File: config.mk
export PLATFORM = sky130hd
export DESIGN_NAME = weighted_running_mean
export DESIGN_NICKNAME = d
export VERILOG_FILES = /design/src/wrm_pkg.sv /design/src/weighted_running_mean.sv /design/src/wrm_mul.sv /design/src/wrm_div.sv /design/src/wrm_sqrt.sv
export SDC_FILE = /design/constraint.sdc
export NUM_CORES = 2
export LEC_CHECK = 0
export BUFFER_PORTS_ARGS = -buffer_cell sky130_fd_sc_hd__clkbuf_2
export CAP_MARGIN = 5
export CORE_MARGIN = 2
export CORE_UTILIZATION = 50
export CTS_BUF_LIST = sky130_fd_sc_hd__clkbuf_4 sky130_fd_sc_hd__clkbuf_8 sky130_fd_sc_hd__clkbuf_16
export CTS_CLUSTER_DIAMETER = 150
export DETAILED_ROUTE_END_ITERATION = 8
export MAX_ROUTING_LAYER = met4
export PLACE_DENSITY = 0.66
export REMOVE_ABC_BUFFERS = 1
export SETUP_SLACK_MARGIN = 0.3
export SLEW_MARGIN = 25
export SYNTH_ARGS = -nofsm -noshare
export SYNTH_HDL_FRONTEND = slang
export SYNTH_SLANG_ARGS = --single-unit
File: constraint.sdc
create_clock -name clk -period 7.2 [get_ports clk]
set_input_delay 0.72 -clock clk [delete_from_list [all_inputs] [get_ports clk]]
set_output_delay 0.72 -clock clk [all_outputs]
set_load 0.01 [all_outputs]
File: src/wrm_pkg.sv
// Package for the weighted running mean block: field widths, status and
// mode codes, controller states and the divider status bundle.
// Depends on nothing; every other file of the block imports it.
`default_nettype none

package wrm_pkg;

  localparam int SAMPLE_W  = 16;              // Q8.8 input item
  localparam int MEAN_W    = 32;              // Q16.16 result
  localparam int OUT_FRAC  = 16;              // fractional bits of the result
  localparam int SUM_W     = 64;              // weighted sum accumulator
  localparam int WT_W      = 32;              // weight total accumulator
  localparam int MUL_A_W   = 32;              // serial multiplier, multiplicand
  localparam int MUL_B_W   = 16;              // serial multiplier, multiplier
  localparam int PROD_W    = MUL_A_W + MUL_B_W;
  localparam int QUO_W     = SUM_W + 1;       // quotient with one guard bit
  localparam int ROOT_W    = SUM_W / 2;
  localparam int DIV_CNT_W = 7;               // divider step counter, wide enough for SUM_W plus the scaling shift

  localparam logic [1:0] STAT_OK       = 2'd0;
  localparam logic [1:0] STAT_ZERO_WT  = 2'd1;
  localparam logic [1:0] STAT_NEG_ROOT = 2'd2;
  localparam logic [1:0] STAT_SAT      = 2'd3;

  localparam logic KIND_ARITH = 1'b0;
  localparam logic KIND_QUAD  = 1'b1;

  typedef enum logic [2:0] {
    ST_IDLE,
    ST_SQR,
    ST_MUL,
    ST_ACC,
    ST_PREP,
    ST_DIV,
    ST_SQRT,
    ST_FIN
  } state_t;

  typedef struct packed {
    logic done;   // one-cycle pulse, quotient valid
    logic big;    // quotient overflowed the guard bit
  } div_stat_t;

endpackage

`default_nettype wire

File: src/weighted_running_mean.sv
// Top level of the weighted running mean: controller, saturating sums and
// output register. Instantiates wrm_mul, wrm_div and wrm_sqrt; imports wrm_pkg.
//
//   channel | direction | handshake          | payload
//   in      | input     | in_valid/in_stall  | in_sample_value (Q8.8, value then weight)
//   out     | output    | out_valid/out_stall| out_mean_value (Q16.16), out_status
//   cfg     | input     | cfg_valid/cfg_ready| cfg_mean_kind
//
// A value transaction is only stored. A weight transaction runs one serial
// multiply in arithmetic mode and two in quadratic mode, then the divider at
// one quotient bit per cycle and, in quadratic mode, the square root unit at
// one root bit per cycle.
// Reset is synchronous and active low; it clears the sums and the mode.
// A finished result waits in the output register while out_stall holds;
// the next value transaction is taken meanwhile.
`default_nettype none

module weighted_running_mean
  import wrm_pkg::*;
#(
  parameter int FRAC_BITS = 8
)
(
  input  logic                       clk,
  input  logic                       rst_n,
  input  logic                       in_valid,
  output logic                       in_stall,
  input  logic signed [SAMPLE_W-1:0] in_sample_value,
  output logic                       out_valid,
  input  logic                       out_stall,
  output logic signed [MEAN_W-1:0]   out_mean_value,
  output logic [1:0]                 out_status,
  input  logic                       cfg_valid,
  output logic                       cfg_ready,
  input  logic                       cfg_mean_kind
);

  localparam int SHIFT_ARITH = OUT_FRAC - FRAC_BITS;
  localparam int SHIFT_QUAD  = 2 * OUT_FRAC - 2 * FRAC_BITS;
  localparam logic [DIV_CNT_W-1:0] STEPS_ARITH = DIV_CNT_W'(SUM_W + SHIFT_ARITH);
  localparam logic [DIV_CNT_W-1:0] STEPS_QUAD  = DIV_CNT_W'(SUM_W + SHIFT_QUAD);
  localparam logic [SUM_W-1:0]  SUM_MAX  = {1'b0, {(SUM_W-1){1'b1}}};
  localparam logic [SUM_W-1:0]  SUM_MIN  = {1'b1, {(SUM_W-1){1'b0}}};
  localparam logic [WT_W-1:0]   WT_MAX   = {1'b0, {(WT_W-1){1'b1}}};
  localparam logic [WT_W-1:0]   WT_MIN   = {1'b1, {(WT_W-1){1'b0}}};
  localparam logic [MEAN_W-1:0] MEAN_MAX = {1'b0, {(MEAN_W-1){1'b1}}};
  localparam logic [MEAN_W-1:0] MEAN_MIN = {1'b1, {(MEAN_W-1){1'b0}}};

  state_t state_r, state_nxt;

  logic                kind_r;
  logic                item_kind_r;
  logic                expect_r;
  logic [SAMPLE_W-1:0] pending_r;
  logic [SAMPLE_W-1:0] w_r;
  logic                sign_r;
  logic [SUM_W-1:0]    wsum_r;
  logic [WT_W-1:0]     wtot_r;
  logic                sat_r;
  logic                neg_r;
  logic [1:0]          pre_stat_r;
  logic                out_valid_r;
  logic [MEAN_W-1:0]   out_mean_r;
  logic [1:0]          out_status_r;

  logic                in_acc;
  logic [SAMPLE_W-1:0] in_bits;
  logic [SAMPLE_W-1:0] vmag;
  logic [SAMPLE_W-1:0] wmag_in;
  logic [SAMPLE_W-1:0] wmag_r;

  logic                mul_start;
  logic [MUL_A_W-1:0]  mul_a;
  logic [MUL_B_W-1:0]  mul_b;
  logic                mul_done;
  logic [PROD_W-1:0]   prod;

  logic                div_start;
  logic [SUM_W-1:0]    nmag;
  logic [WT_W-1:0]     dmag;
  logic                neg;
  logic                neg_root;
  logic                wt_zero;
  logic [DIV_CNT_W-1:0] div_steps;
  div_stat_t           div_stat;
  logic [QUO_W-1:0]    quo;

  logic                sqrt_start;
  logic [SUM_W-1:0]    rad;
  logic                sqrt_done;
  logic [ROOT_W-1:0]   root;

  logic [PROD_W-1:0]   term;
  logic [SUM_W-1:0]    term_ext;
  logic [SUM_W-1:0]    sum_add;
  logic                sum_ovf;
  logic [WT_W-1:0]     w_ext;
  logic [WT_W-1:0]     wt_add;
  logic                wt_ovf;

  logic                rad_over;
  logic                clamp_n;
  logic                clamp_p;
  logic                fin_sat;
  logic [MEAN_W-1:0]   fin_mean;
  logic [1:0]          fin_stat;
  logic                out_load;

  assign in_stall  = (state_r != ST_IDLE);
  assign in_acc    = in_valid && !in_stall;
  assign in_bits   = in_sample_value;
  assign cfg_ready = 1'b1;

  assign vmag    = pending_r[SAMPLE_W-1] ? (~pending_r + 1'b1) : pending_r;
  assign wmag_in = in_bits[SAMPLE_W-1] ? (~in_bits + 1'b1) : in_bits;
  assign wmag_r  = w_r[SAMPLE_W-1] ? (~w_r + 1'b1) : w_r;

  // first pass squares the value in quadratic mode; second pass applies the weight
  assign mul_a = (state_r == ST_SQR) ? prod[MUL_A_W-1:0] : MUL_A_W'(vmag);
  assign mul_b = (state_r == ST_SQR) ? wmag_r :
                 ((kind_r == KIND_QUAD) ? vmag : wmag_in);

  wrm_mul u_mul (
    .clk   (clk),
    .rst_n (rst_n),
    .start (mul_start),
    .a     (mul_a),
    .b     (mul_b),
    .done  (mul_done),
    .prod  (prod)
  );

  // saturating accumulation
  assign term     = sign_r ? (~prod + 1'b1) : prod;
  assign term_ext = {{(SUM_W-PROD_W){term[PROD_W-1]}}, term};
  assign sum_add  = wsum_r + term_ext;
  assign sum_ovf  = (wsum_r[SUM_W-1] == term_ext[SUM_W-1]) &&
                    (sum_add[SUM_W-1] != wsum_r[SUM_W-1]);
  assign w_ext    = {{(WT_W-SAMPLE_W){w_r[SAMPLE_W-1]}}, w_r};
  assign wt_add   = wtot_r + w_ext;
  assign wt_ovf   = (wtot_r[WT_W-1] == w_ext[WT_W-1]) &&
                    (wt_add[WT_W-1] != wtot_r[WT_W-1]);

  // operands of the divider
  assign nmag      = wsum_r[SUM_W-1] ? (~wsum_r + 1'b1) : wsum_r;
  assign dmag      = wtot_r[WT_W-1] ? (~wtot_r + 1'b1) : wtot_r;
  assign neg       = wsum_r[SUM_W-1] ^ wtot_r[WT_W-1];
  assign wt_zero   = (wtot_r == '0);
  assign neg_root  = (item_kind_r == KIND_QUAD) && neg && (nmag != '0);
  assign div_steps = (item_kind_r == KIND_ARITH) ? STEPS_ARITH : STEPS_QUAD;

  wrm_div u_div (
    .clk   (clk),
    .rst_n (rst_n),
    .start (div_start),
    .num   (nmag),
    .den   (dmag),
    .steps (div_steps),
    .stat  (div_stat),
    .quo   (quo)
  );

  assign rad_over = div_stat.big | quo[QUO_W-1];
  assign rad      = rad_over ? '1 : quo[SUM_W-1:0];

  wrm_sqrt u_sqrt (
    .clk   (clk),
    .rst_n (rst_n),
    .start (sqrt_start),
    .rad   (rad),
    .done  (sqrt_done),
    .root  (root)
  );

  // clamp of the arithmetic quotient to the result range
  assign clamp_n = div_stat.big | (|quo[QUO_W-1:MEAN_W]) |
                   (quo[MEAN_W-1] & (|quo[MEAN_W-2:0]));
  assign clamp_p = div_stat.big | (|quo[QUO_W-1:MEAN_W-1]);

  always_comb begin
    fin_sat  = sat_r;
    fin_mean = '0;
    fin_stat = pre_stat_r;
    if (pre_stat_r == STAT_OK) begin
      if (item_kind_r == KIND_QUAD) begin
        fin_sat  = sat_r | rad_over | root[ROOT_W-1];
        fin_mean = root[ROOT_W-1] ? MEAN_MAX : MEAN_W'(root);
      end else if (neg_r) begin
        fin_sat  = sat_r | clamp_n;
        fin_mean = clamp_n ? MEAN_MIN : (~quo[MEAN_W-1:0] + 1'b1);
      end else begin
        fin_sat  = sat_r | clamp_p;
        fin_mean = clamp_p ? MEAN_MAX : quo[MEAN_W-1:0];
      end
      fin_stat = fin_sat ? STAT_SAT : STAT_OK;
    end
  end

  always_comb begin
    state_nxt  = state_r;
    mul_start  = 1'b0;
    div_start  = 1'b0;
    sqrt_start = 1'b0;
    out_load   = 1'b0;
    case (state_r)
      ST_IDLE: begin
        if (in_acc && expect_r) begin
          mul_start = 1'b1;
          state_nxt = (kind_r == KIND_QUAD) ? ST_SQR : ST_MUL;
        end
      end
      ST_SQR: begin
        if (mul_done) begin
          mul_start = 1'b1;
          state_nxt = ST_MUL;
        end
      end
      ST_MUL: begin
        if (mul_done) begin
          state_nxt = ST_ACC;
        end
      end
      ST_ACC: begin
        state_nxt = ST_PREP;
      end
      ST_PREP: begin
        if (wt_zero || neg_root) begin
          state_nxt = ST_FIN;
        end else begin
          div_start = 1'b1;
          state_nxt = ST_DIV;
        end
      end
      ST_DIV: begin
        if (div_stat.done) begin
          if (item_kind_r == KIND_QUAD) begin
            sqrt_start = 1'b1;
            state_nxt  = ST_SQRT;
          end else begin
            state_nxt = ST_FIN;
          end
        end
      end
      ST_SQRT: begin
        if (sqrt_done) begin
          state_nxt = ST_FIN;
        end
      end
      ST_FIN: begin
        // hold the result until the output register frees up
        if (!out_valid_r || !out_stall) begin
          out_load  = 1'b1;
          state_nxt = ST_IDLE;
        end
      end
      default: begin
        state_nxt = ST_IDLE;
      end
    endcase
  end

  always_ff @(posedge clk) begin
    if (!rst_n) begin
      state_r     <= ST_IDLE;
      kind_r      <= KIND_ARITH;
      expect_r    <= 1'b0;
      pending_r   <= '0;
      wsum_r      <= '0;
      wtot_r      <= '0;
      out_valid_r <= 1'b0;
    end else begin
      state_r <= state_nxt;
      if (cfg_valid) begin
        kind_r <= cfg_mean_kind;
      end
      if (in_acc) begin
        expect_r <= !expect_r;
        if (!expect_r) begin
          pending_r <= in_bits;
        end
      end
      if (state_r == ST_ACC) begin
        wsum_r <= sum_ovf ? (wsum_r[SUM_W-1] ? SUM_MIN : SUM_MAX) : sum_add;
        wtot_r <= wt_ovf ? (wtot_r[WT_W-1] ? WT_MIN : WT_MAX) : wt_add;
      end
      if (out_load) begin
        out_valid_r <= 1'b1;
      end else if (out_valid_r && !out_stall) begin
        out_valid_r <= 1'b0;
      end
    end
  end

  always_ff @(posedge clk) begin
    if (in_acc && expect_r) begin
      w_r         <= in_bits;
      item_kind_r <= kind_r;
      // v*v*w carries only the sign of the weight
      sign_r      <= in_bits[SAMPLE_W-1] ^ ((kind_r == KIND_ARITH) & pending_r[SAMPLE_W-1]);
    end
    if (state_r == ST_ACC) begin
      sat_r <= sum_ovf | wt_ovf;
    end
    if (state_r == ST_PREP) begin
      neg_r      <= neg;
      pre_stat_r <= wt_zero ? STAT_ZERO_WT : (neg_root ? STAT_NEG_ROOT : STAT_OK);
    end
    if (out_load) begin
      out_mean_r   <= fin_mean;
      out_status_r <= fin_stat;
    end
  end

  assign out_valid      = out_valid_r;
  assign out_mean_value = out_mean_r;
  assign out_status     = out_status_r;

endmodule

`default_nettype wire

File: src/wrm_mul.sv
// Bit-serial unsigned shift-add multiplier, multiplier bits MSB first.
// Uses widths from wrm_pkg; the product holds until the next start.
`default_nettype none

module wrm_mul
  import wrm_pkg::*;
(
  input  logic               clk,
  input  logic               rst_n,
  input  logic               start,
  input  logic [MUL_A_W-1:0] a,
  input  logic [MUL_B_W-1:0] b,
  output logic               done,
  output logic [PROD_W-1:0]  prod
);

  localparam int CNT_W = $clog2(MUL_B_W);

  logic               busy_r;
  logic               done_r;
  logic [CNT_W-1:0]   cnt_r;
  logic [MUL_A_W-1:0] a_r;
  logic [MUL_B_W-1:0] b_r;
  logic [PROD_W-1:0]  acc_r;
  logic [PROD_W-1:0]  acc_nxt;

  assign acc_nxt = {acc_r[PROD_W-2:0], 1'b0} + (b_r[MUL_B_W-1] ? PROD_W'(a_r) : '0);

  always_ff @(posedge clk) begin
    if (!rst_n) begin
      busy_r <= 1'b0;
      done_r <= 1'b0;
      cnt_r  <= '0;
    end else begin
      done_r <= busy_r && (cnt_r == '0);
      if (start) begin
        busy_r <= 1'b1;
        cnt_r  <= CNT_W'(MUL_B_W - 1);
      end else if (busy_r) begin
        if (cnt_r == '0) begin
          busy_r <= 1'b0;
        end
        cnt_r <= cnt_r - 1'b1;
      end
    end
  end

  always_ff @(posedge clk) begin
    if (start) begin
      a_r   <= a;
      b_r   <= b;
      acc_r <= '0;
    end else if (busy_r) begin
      acc_r <= acc_nxt;
      b_r   <= {b_r[MUL_B_W-2:0], 1'b0};
    end
  end

  assign done = done_r;
  assign prod = acc_r;

endmodule

`default_nettype wire

File: src/wrm_div.sv
// Restoring bit-serial divider: numerator bits shift in MSB first, then
// zeros for the fixed-point scaling; one quotient bit per cycle.
// Uses widths and div_stat_t from wrm_pkg.
`default_nettype none

module wrm_div
  import wrm_pkg::*;
(
  input  logic                 clk,
  input  logic                 rst_n,
  input  logic                 start,
  input  logic [SUM_W-1:0]     num,
  input  logic [WT_W-1:0]      den,
  input  logic [DIV_CNT_W-1:0] steps,
  output div_stat_t            stat,
  output logic [QUO_W-1:0]     quo
);

  logic                 busy_r;
  logic                 done_r;
  logic [DIV_CNT_W-1:0] cnt_r;
  logic [SUM_W-1:0]     n_r;
  logic [WT_W-1:0]      d_r;
  logic [WT_W-1:0]      rem_r;
  logic [WT_W-1:0]      rem_nxt;
  logic [QUO_W-1:0]     q_r;
  logic                 big_r;
  logic [WT_W:0]        trial;
  logic [WT_W:0]        diff;
  logic                 ge;

  // remainder stays below the divisor, so one extra bit covers the shift
  assign trial   = {rem_r, n_r[SUM_W-1]};
  assign ge      = trial >= {1'b0, d_r};
  assign diff    = trial - {1'b0, d_r};
  assign rem_nxt = ge ? diff[WT_W-1:0] : trial[WT_W-1:0];

  always_ff @(posedge clk) begin
    if (!rst_n) begin
      busy_r <= 1'b0;
      done_r <= 1'b0;
      cnt_r  <= '0;
    end else begin
      done_r <= busy_r && (cnt_r == '0);
      if (start) begin
        busy_r <= 1'b1;
        cnt_r  <= steps - 1'b1;
      end else if (busy_r) begin
        if (cnt_r == '0) begin
          busy_r <= 1'b0;
        end
        cnt_r <= cnt_r - 1'b1;
      end
    end
  end

  always_ff @(posedge clk) begin
    if (start) begin
      n_r   <= num;
      d_r   <= den;
      rem_r <= '0;
      q_r   <= '0;
      big_r <= 1'b0;
    end else if (busy_r) begin
      n_r   <= {n_r[SUM_W-2:0], 1'b0};
      rem_r <= rem_nxt;
      q_r   <= {q_r[QUO_W-2:0], ge};
      big_r <= big_r | q_r[QUO_W-1];   // sticky: a set bit about to drop off
    end
  end

  assign stat.done = done_r;
  assign stat.big  = big_r;
  assign quo       = q_r;

endmodule

`default_nettype wire

File: src/wrm_sqrt.sv
// Digit-serial integer square root: two radicand bits per cycle, one root
// bit per cycle, floor of the exact root. Uses widths from wrm_pkg.
`default_nettype none

module wrm_sqrt
  import wrm_pkg::*;
(
  input  logic              clk,
  input  logic              rst_n,
  input  logic              start,
  input  logic [SUM_W-1:0]  rad,
  output logic              done,
  output logic [ROOT_W-1:0] root
);

  localparam int CNT_W = $clog2(ROOT_W);
  localparam int REM_W = ROOT_W + 1;

  logic              busy_r;
  logic              done_r;
  logic [CNT_W-1:0]  cnt_r;
  logic [SUM_W-1:0]  x_r;
  logic [REM_W-1:0]  rem_r;
  logic [REM_W-1:0]  rem_nxt;
  logic [ROOT_W-1:0] root_r;
  logic [REM_W+1:0]  trial;
  logic [REM_W+1:0]  sub_v;
  logic [REM_W+1:0]  diff;
  logic              ge;

  assign trial   = {rem_r, x_r[SUM_W-1 -: 2]};
  assign sub_v   = {1'b0, root_r, 2'b01};
  assign ge      = trial >= sub_v;
  assign diff    = trial - sub_v;
  assign rem_nxt = ge ? diff[REM_W-1:0] : trial[REM_W-1:0];

  always_ff @(posedge clk) begin
    if (!rst_n) begin
      busy_r <= 1'b0;
      done_r <= 1'b0;
      cnt_r  <= '0;
    end else begin
      done_r <= busy_r && (cnt_r == '0);
      if (start) begin
        busy_r <= 1'b1;
        cnt_r  <= CNT_W'(ROOT_W - 1);
      end else if (busy_r) begin
        if (cnt_r == '0) begin
          busy_r <= 1'b0;
        end
        cnt_r <= cnt_r - 1'b1;
      end
    end
  end

  always_ff @(posedge clk) begin
    if (start) begin
      x_r    <= rad;
      rem_r  <= '0;
      root_r <= '0;
    end else if (busy_r) begin
      x_r    <= {x_r[SUM_W-3:0], 2'b00};
      rem_r  <= rem_nxt;
      root_r <= {root_r[ROOT_W-2:0], ge};
    end
  end

  assign done = done_r;
  assign root = root_r;

endmodule

`default_nettype wire

==> After elaboration in Yosys (flattened, before gate mapping) <==
Index checks and enable logic that the tools add are counted.
{ "word_totals": {"reg_bits": 615, "in_bits": 22} }
{ "op_classes": {"addsub": 16, "n_lt_le_gt_ge": 2, "n_eq_ne": 17, "muxes": 72, "n_bitwise": 22, "n_reduce_logical": 33} }
{ "ops": {"columns": ["op", "n"], "rows": [
  ["64-bit 2-to-1 mux", 8],
  ["32-bit 2-to-1 mux", 8],
  ["16-bit 2-to-1 mux", 8],
  ["32-bit by 1-bit adder with 32-bit output, second input constant", 2],
  ["64-bit by 1-bit adder with 64-bit output, second input constant", 1],
  ["64-bit adder", 1],
  ["32-bit NOT", 2],
  ["64-bit NOT", 1],
  ["64-bit nonzero test", 1],
  ["31-bit 2-to-1 mux", 2],
  ["16-bit by 1-bit adder with 16-bit output, second input constant", 3],
  ["48-bit by 1-bit adder with 48-bit output, second input constant", 1],
  ["48-bit by 32-bit adder with 48-bit output", 1],
  ["48-bit 2-to-1 mux", 1],
  ["16-bit NOT", 3],
  ["48-bit NOT", 1],
  ["35-bit by 34-bit greater-or-equal comparator with 1-bit output", 1],
  ["34-bit OR reduction", 1],
  ["33-bit by 32-bit greater-or-equal comparator with 1-bit output", 1],
  ["33-bit 2-to-1 mux", 1],
  ["33-bit OR reduction", 1],
  ["33-bit subtractor", 1],
  ["32-bit adder", 1],
  ["32-bit logical NOT", 1],
  ["36 further kinds", 110]
]} }

==> Longest topological paths before layout <==
{ "logic_depth": {"word_depth": 9, "mapped_depth": 24, "mapped_depth_nobuf": 21} }

==> Modules after synthesis <==
Synthesis repeated with hierarchy kept, for this count alone.
{ "unflattened": {"hier_cells": 4694, "hier_area_um2": 41272.1} }
{ "modules_own_cells": {"columns": ["mod", "n_inst", "cells_each", "area_each_um2", "seq_area_each_um2"], "rows": [
  ["weighted_running_mean", 1, 2491, 18352.6, 4043.9],
  ["wrm_div", 1, 892, 9736.8, 5024.8],
  ["wrm_sqrt", 1, 718, 7388.3, 3363.2],
  ["wrm_mul", 1, 593, 5794.3, 2522.4]
]} }

==> Worst setup path after synthesis <==
No wires, ideal clock.
{ "synth_path": {"path_type": "register -> register", "start": "register u_mul.acc_r[6], in the netlist u_mul.prod[6]", "end": "register wsum_r[58]", "setup_ns": 0.088, "t_arrival_ns": 6.065, "required_ns": 7.112, "setup_slack_ns": 1.047, "path_stages_with_launch": 22, "n_path_buf": 4, "synth_period_minus_slack_ns": 6.153, "path_cell_list": "dfxtp_1 -> clkbuf_1 -> nor4_1 -> or3b_2 -> or3_1 -> or4_1 -> clkbuf_1 -> or3_1 -> nand2b_1 -> o41ai_1 -> xnor2_1 -> ha_1 -> clkbuf_1 -> nand4_1 -> or4b_2 -> o21ai_0 -> a21o_1 -> a21o_1 -> nor4b_4 -> clkbuf_1 -> a21oi_1 -> o32ai_2"} }
{ "synth_via": {"elab_chain_cells": 7, "word_cells_on_any_way": 8} }
{ "synth_lines": {"columns": ["item", "line_no", "text"], "rows": [
  ["start: declaration", "wrm_mul.sv:24", "logic [PROD_W-1:0] acc_r;"],
  ["start signal: assignment", "wrm_mul.sv:54", "acc_r <= acc_nxt;"],
  ["48-bit NOT", "weighted_running_mean.sv:134", "assign term = sign_r ? (~prod + 1'b1) : prod;"],
  ["48-bit by 1-bit adder with 48-bit output", "weighted_running_mean.sv:134", null],
  ["48-bit 2-to-1 mux (*)", "weighted_running_mean.sv:134", null],
  ["64-bit adder", "weighted_running_mean.sv:136", "assign sum_add = wsum_r + term_ext;"],
  ["1-bit inequality test", "weighted_running_mean.sv:138", "(sum_add[SUM_W-1] != wsum_r[SUM_W-1]);"],
  ["1-bit logical AND", "weighted_running_mean.sv:137", "assign sum_ovf = (wsum_r[SUM_W-1] == term_ext[SUM_W-1]) &&"],
  ["64-bit 2-to-1 mux (*)", "weighted_running_mean.sv:283", "wsum_r <= sum_ovf ? (wsum_r[SUM_W-1] ? SUM_MIN : SUM_MAX) : sum_add;"],
  ["end signal: assignment", "weighted_running_mean.sv:283", null],
  ["end: declaration", "weighted_running_mean.sv:57", "logic [SUM_W-1:0] wsum_r;"]
]} }
Mark *: on every way between the ends. The rest lies on a longest branch, timed or not.
A chain may end at the register's enable or synchronous reset.

==> Worst setup path after layout <==
{ "layout_path": {"start": "register u_mul.acc_r[6], in the netlist u_mul.prod[6]", "end": "register wsum_r[3]"} }
{ "layout_via": {"elab_chain_cells": 7, "word_cells_on_any_way": 8} }
{ "layout_lines": {"columns": ["item", "line_no"], "rows": [
  ["48-bit NOT", "weighted_running_mean.sv:134"],
  ["48-bit by 1-bit adder with 48-bit output", "weighted_running_mean.sv:134"],
  ["48-bit 2-to-1 mux (*)", "weighted_running_mean.sv:134"],
  ["64-bit adder", "weighted_running_mean.sv:136"],
  ["1-bit inequality test", "weighted_running_mean.sv:138"],
  ["1-bit logical AND (*)", "weighted_running_mean.sv:137"],
  ["64-bit 2-to-1 mux (*)", "weighted_running_mean.sv:283"]
]} }
Marks and branches as above.

==> flow_metrics.tcl <==
set metrics [dict create \
    track_usage 0.2536 \
    max_freq_mhz 152.6 \
    fin_tns_setup_ns 0 \
    drc 0 \
    criticalPathCategory "reg2reg" \
    cts-root-buf "clkbuf_16" \
    rsz0062_at_grt "false" \
    synth-main-ff-cell "dfxtp_1" \
    nets 4876 \
    dpl.cell_count 5632 \
    status "finished, final reports clean" \
    busiest_layer "met2" \
    pin_count 59 \
    start_util 0.5036 \
    antenna_found_initial 1 \
    yosysSeqAreaShare 0.3692 \
    r2r_start "u_mul.prod[6]" \
    core_area_sq_mm 0.08042 \
    setup.worst_path.start_class "register" \
    cts_hold_buf 0 \
    holdPathStages 3 \
    min_to "kind_r" \
    drive_above_1_share 0.07160 \
    first_pass_iters 6 \
    min_period_ns 6.553 \
    die_area_sq_mm 0.08330 \
    cts_buffer_depth 3 \
    path_clk_slew_ns 0.06 \
    met1_usage 0.3496 \
    crit_required_ns 7.73 \
    min-delay-path-class "in2reg" \
    combPwrFrac 0.271 \
    grt_first_pass_wirelength_mm 169.6 \
    synth_area_sq_mm 0.04050 \
    maxSlewViolCount 0 \
    fp-row-count 104 \
    p_leak_nw 18.20 \
    min_from "cfg_mean_kind" \
    cts_sinks 615 \
    fill_cells 7490 \
    ant_nets 0 \
    cts_resized 0 \
    final_util 0.5459 \
    first_iter_violations 2674 \
    intPower_w 0.007364 \
    synth_edf_count 264 \
    tightestPinTransition_ns 1.123 \
    async_flop_share 0 \
    area_growth_pct 8.381 \
    io_buffers 57 \
    postCtsSetupRepairBufs 0 \
    ys_warn_count 0 \
    ys_ff_latch 615 \
    grt.met2_usage 0.3978 \
    vdd_drop_max_mv 0.2179 \
    htree_levels 3 \
    via_per_inst 5.949 \
    power_density_mw_per_mm2 252.4 \
    wirelength_mm 104.4 \
    tritoncts "yes" \
    syn_inst 4786 \
    maxCapViolCount 0 \
    hpwl_mm 73.62 \
    cts_buffers 73 \
    grt_util_met3 0.02678 \
    die_h_um 288.6 \
    ys_types 98 \
    p_clk_frac 0.352 \
    grt_max_degree 100 \
    wire_per_inst_um 18.10 \
    clock_skew_ns 0.04514 \
    crit_arrival_ns 7.09 \
    fin_cells 5768 \
    finalHoldViolCount 0 \
    gp_congestion 1.018 \
    vias 34310 \
    clock_latency_ns 0.64 \
    reg2reg_depth 19 \
    rr_endpoint "wsum_r[3]" \
    fin_crit_sh 0.9101 \
    grt-ovfl-total 0 \
    chipWidth_um 288.6 \
    critPathMaxFanout 63 \
    syn_avg_cell_area_sq_um 8.462 \
    power_switching_w 0.003717 \
    regToRegSetupSlack_ns 0.65 \
    netSwitchingFraction 0.3355 \
    setup_viol 0 \
    grt_pass1_vias 31720 \
    slew_headroom 0.2443 \
    critPathCaptureType "register" \
    power_frac_seq 0.378 \
]
[cells by family (layout without fill, tap and decap cells)]
group	count (synthesis)	count (layout)	synth area share
AO/OA/AOI/OAI	1346	1346	0.2112
flip-flops	615	615	0.3692
AND/OR/NAND/NOR	1612	1612	0.1879
XOR/XNOR	346	346	0.07501
multiplexers	183	183	0.04544
buffers and inverters	476	397	0.04640
adder cells (fa/ha/maj)	207	207	0.06469
other	1	2	0.00009259
[how the worst max path moves through the flow]
stage	startpoint	cells after the start	end	slack, ns
after detailed placement	u_mul.prod[6]	18	wsum_r[54]	0.55
after floorplan	u_mul.prod[6]	17	wsum_r[58]	0.29
after global placement	u_mul.prod[6]	18	wsum_r[58]	0.67
final	u_mul.prod[6]	19	wsum_r[3]	0.65
after CTS	u_mul.prod[6]	18	wsum_r[44]	0.51
after global routing	u_mul.prod[6]	19	wsum_r[3]	0.32
[power by group through the flow]
stage                     clock, W  sequential, W  combinational (W)
after floorplan                  0        0.00415            0.00228
after global placement           0        0.00423            0.00294
after detailed placement         0        0.00425            0.00296
after CTS                  0.00398        0.00417            0.00298
after global routing       0.00410        0.00422            0.00333
final                      0.00390        0.00418            0.00300
[cell usage after synthesis, drive strengths merged (18+ instances only)]
cell	count	area, sq um
a211oi	89	685.7
a21o	114	855.8
a21oi	378	1892
a221oi	63	551.8
a31oi	32	200.2
and2	49	309.1
and3	42	262.8
buf	42	249.0
clkbuf	278	1044
dfxtp	351	7027
edfxtp	264	7928
ha	203	2540
inv	151	566.8
mux2i	176	1762
nand2	452	1707
nand2b	40	250.2
nand3	94	470.5
nand4	54	337.8
nor2	545	2046
nor2b	18	112.6
nor3	85	430.4
nor3b	20	150.1
nor4	49	340.3
o211ai	22	165.2
o21a	35	262.8
o21ai	360	1813
o21bai	26	195.2
o31ai	70	525.5
o41ai	33	296.5
or2	31	193.9
or3	53	331.6
or4	44	337.8
xnor2	232	2039
xor2	114	998.5
[worst max-delay path: stages (launching register included)]
cell	delay (ns)
dfxtp_1	0.39
nor4_1	0.34
or3b_2	0.53
or3_1	0.33
or4_1	0.58
or3_1	0.48
nand2b_1	0.26
o41ai_1	0.41
xnor2_1	0.12
ha_1	0.46
nand4_1	0.17
or4b_2	0.70
o22a_1	0.17
o21ai_1	0.21
a21o_1	0.21
a21o_1	0.23
nor4b_4	0.28
buf_12	0.28
a221oi_1	0.10
nor2_1	0.14
[final cells by class]
cell class | count | area (sq um) | share of cell area
Inverter | 156 | 594.3 | 0.01354
Tap cell | 1060 | 1326 | 0.03021
Clock buffer | 102 | 2118 | 0.04826
Clock inverter | 33 | 449.2 | 0.01023
Multi-Input combinational cell | 3695 | 23730 | 0.5407
Antenna cell | 1 | 2.502 | 0.00005701
Timing Repair Buffer | 106 | 706.9 | 0.01610
Sequential cell | 615 | 14970 | 0.3409
[routing by layer]
metal / share of wire / wire (um) / vias up
met5: 0 / 0 / -
met4: 0.023 / 2397 / 0
met3: 0.043 / 4539 / 153
met2: 0.45 / 47420 / 764
met1: 0.48 / 50020 / 16280
li1: - / - / 17120
[metrics by stage]
stage                     hold slack (ns)  power, W  instance area, sq um  setup slack (ns)
after floorplan                    0.4285  0.006432                 39210            0.2925
after global placement             0.4420  0.007177                 41310            0.6693
after detailed placement           0.4645  0.007211                 41320            0.5541
after CTS                          0.3056   0.01113                 43880            0.5142
after global routing               0.3420   0.01165                 43900            0.3158
final                              0.3303   0.01108                 43900            0.6474
[cells in the final DEF, fill, tap and decap left out, types with 30 or more instances in the layout]
cell type  instances
a21oi_1          376
o21ai_0          356
dfxtp_1          346
o41ai_1           32
xnor2_1          231
clkbuf_2          57
a221oi_1          63
or2_2             30
buf_4             44
o31ai_1           70
nor4_1            45
a21o_1           114
nand3_1           94
edfxtp_1         264
or3_1             53
inv_1            150
mux2i_1          176
a211oi_1          87
nor3_1            84
a31oi_1           32
ha_1             203
and3_1            42
o21a_1            35
xor2_1           114
and2_1            48
nand4_1           54
clkbuf_16         74
nor2_1           541
or4_1             42
nand2b_1          40
nand2_1          446
[state kept, by name (all words and copies together) (netlist names), 33 cells and up]
register / count
u_mul.prod: 48
u_div.quo: 65
u_sqrt.rem_r: 33
u_sqrt.x_r: 64
wsum_r: 64
u_div.n_r: 64
No activity file was read; power rests on OpenSTA's default activity.
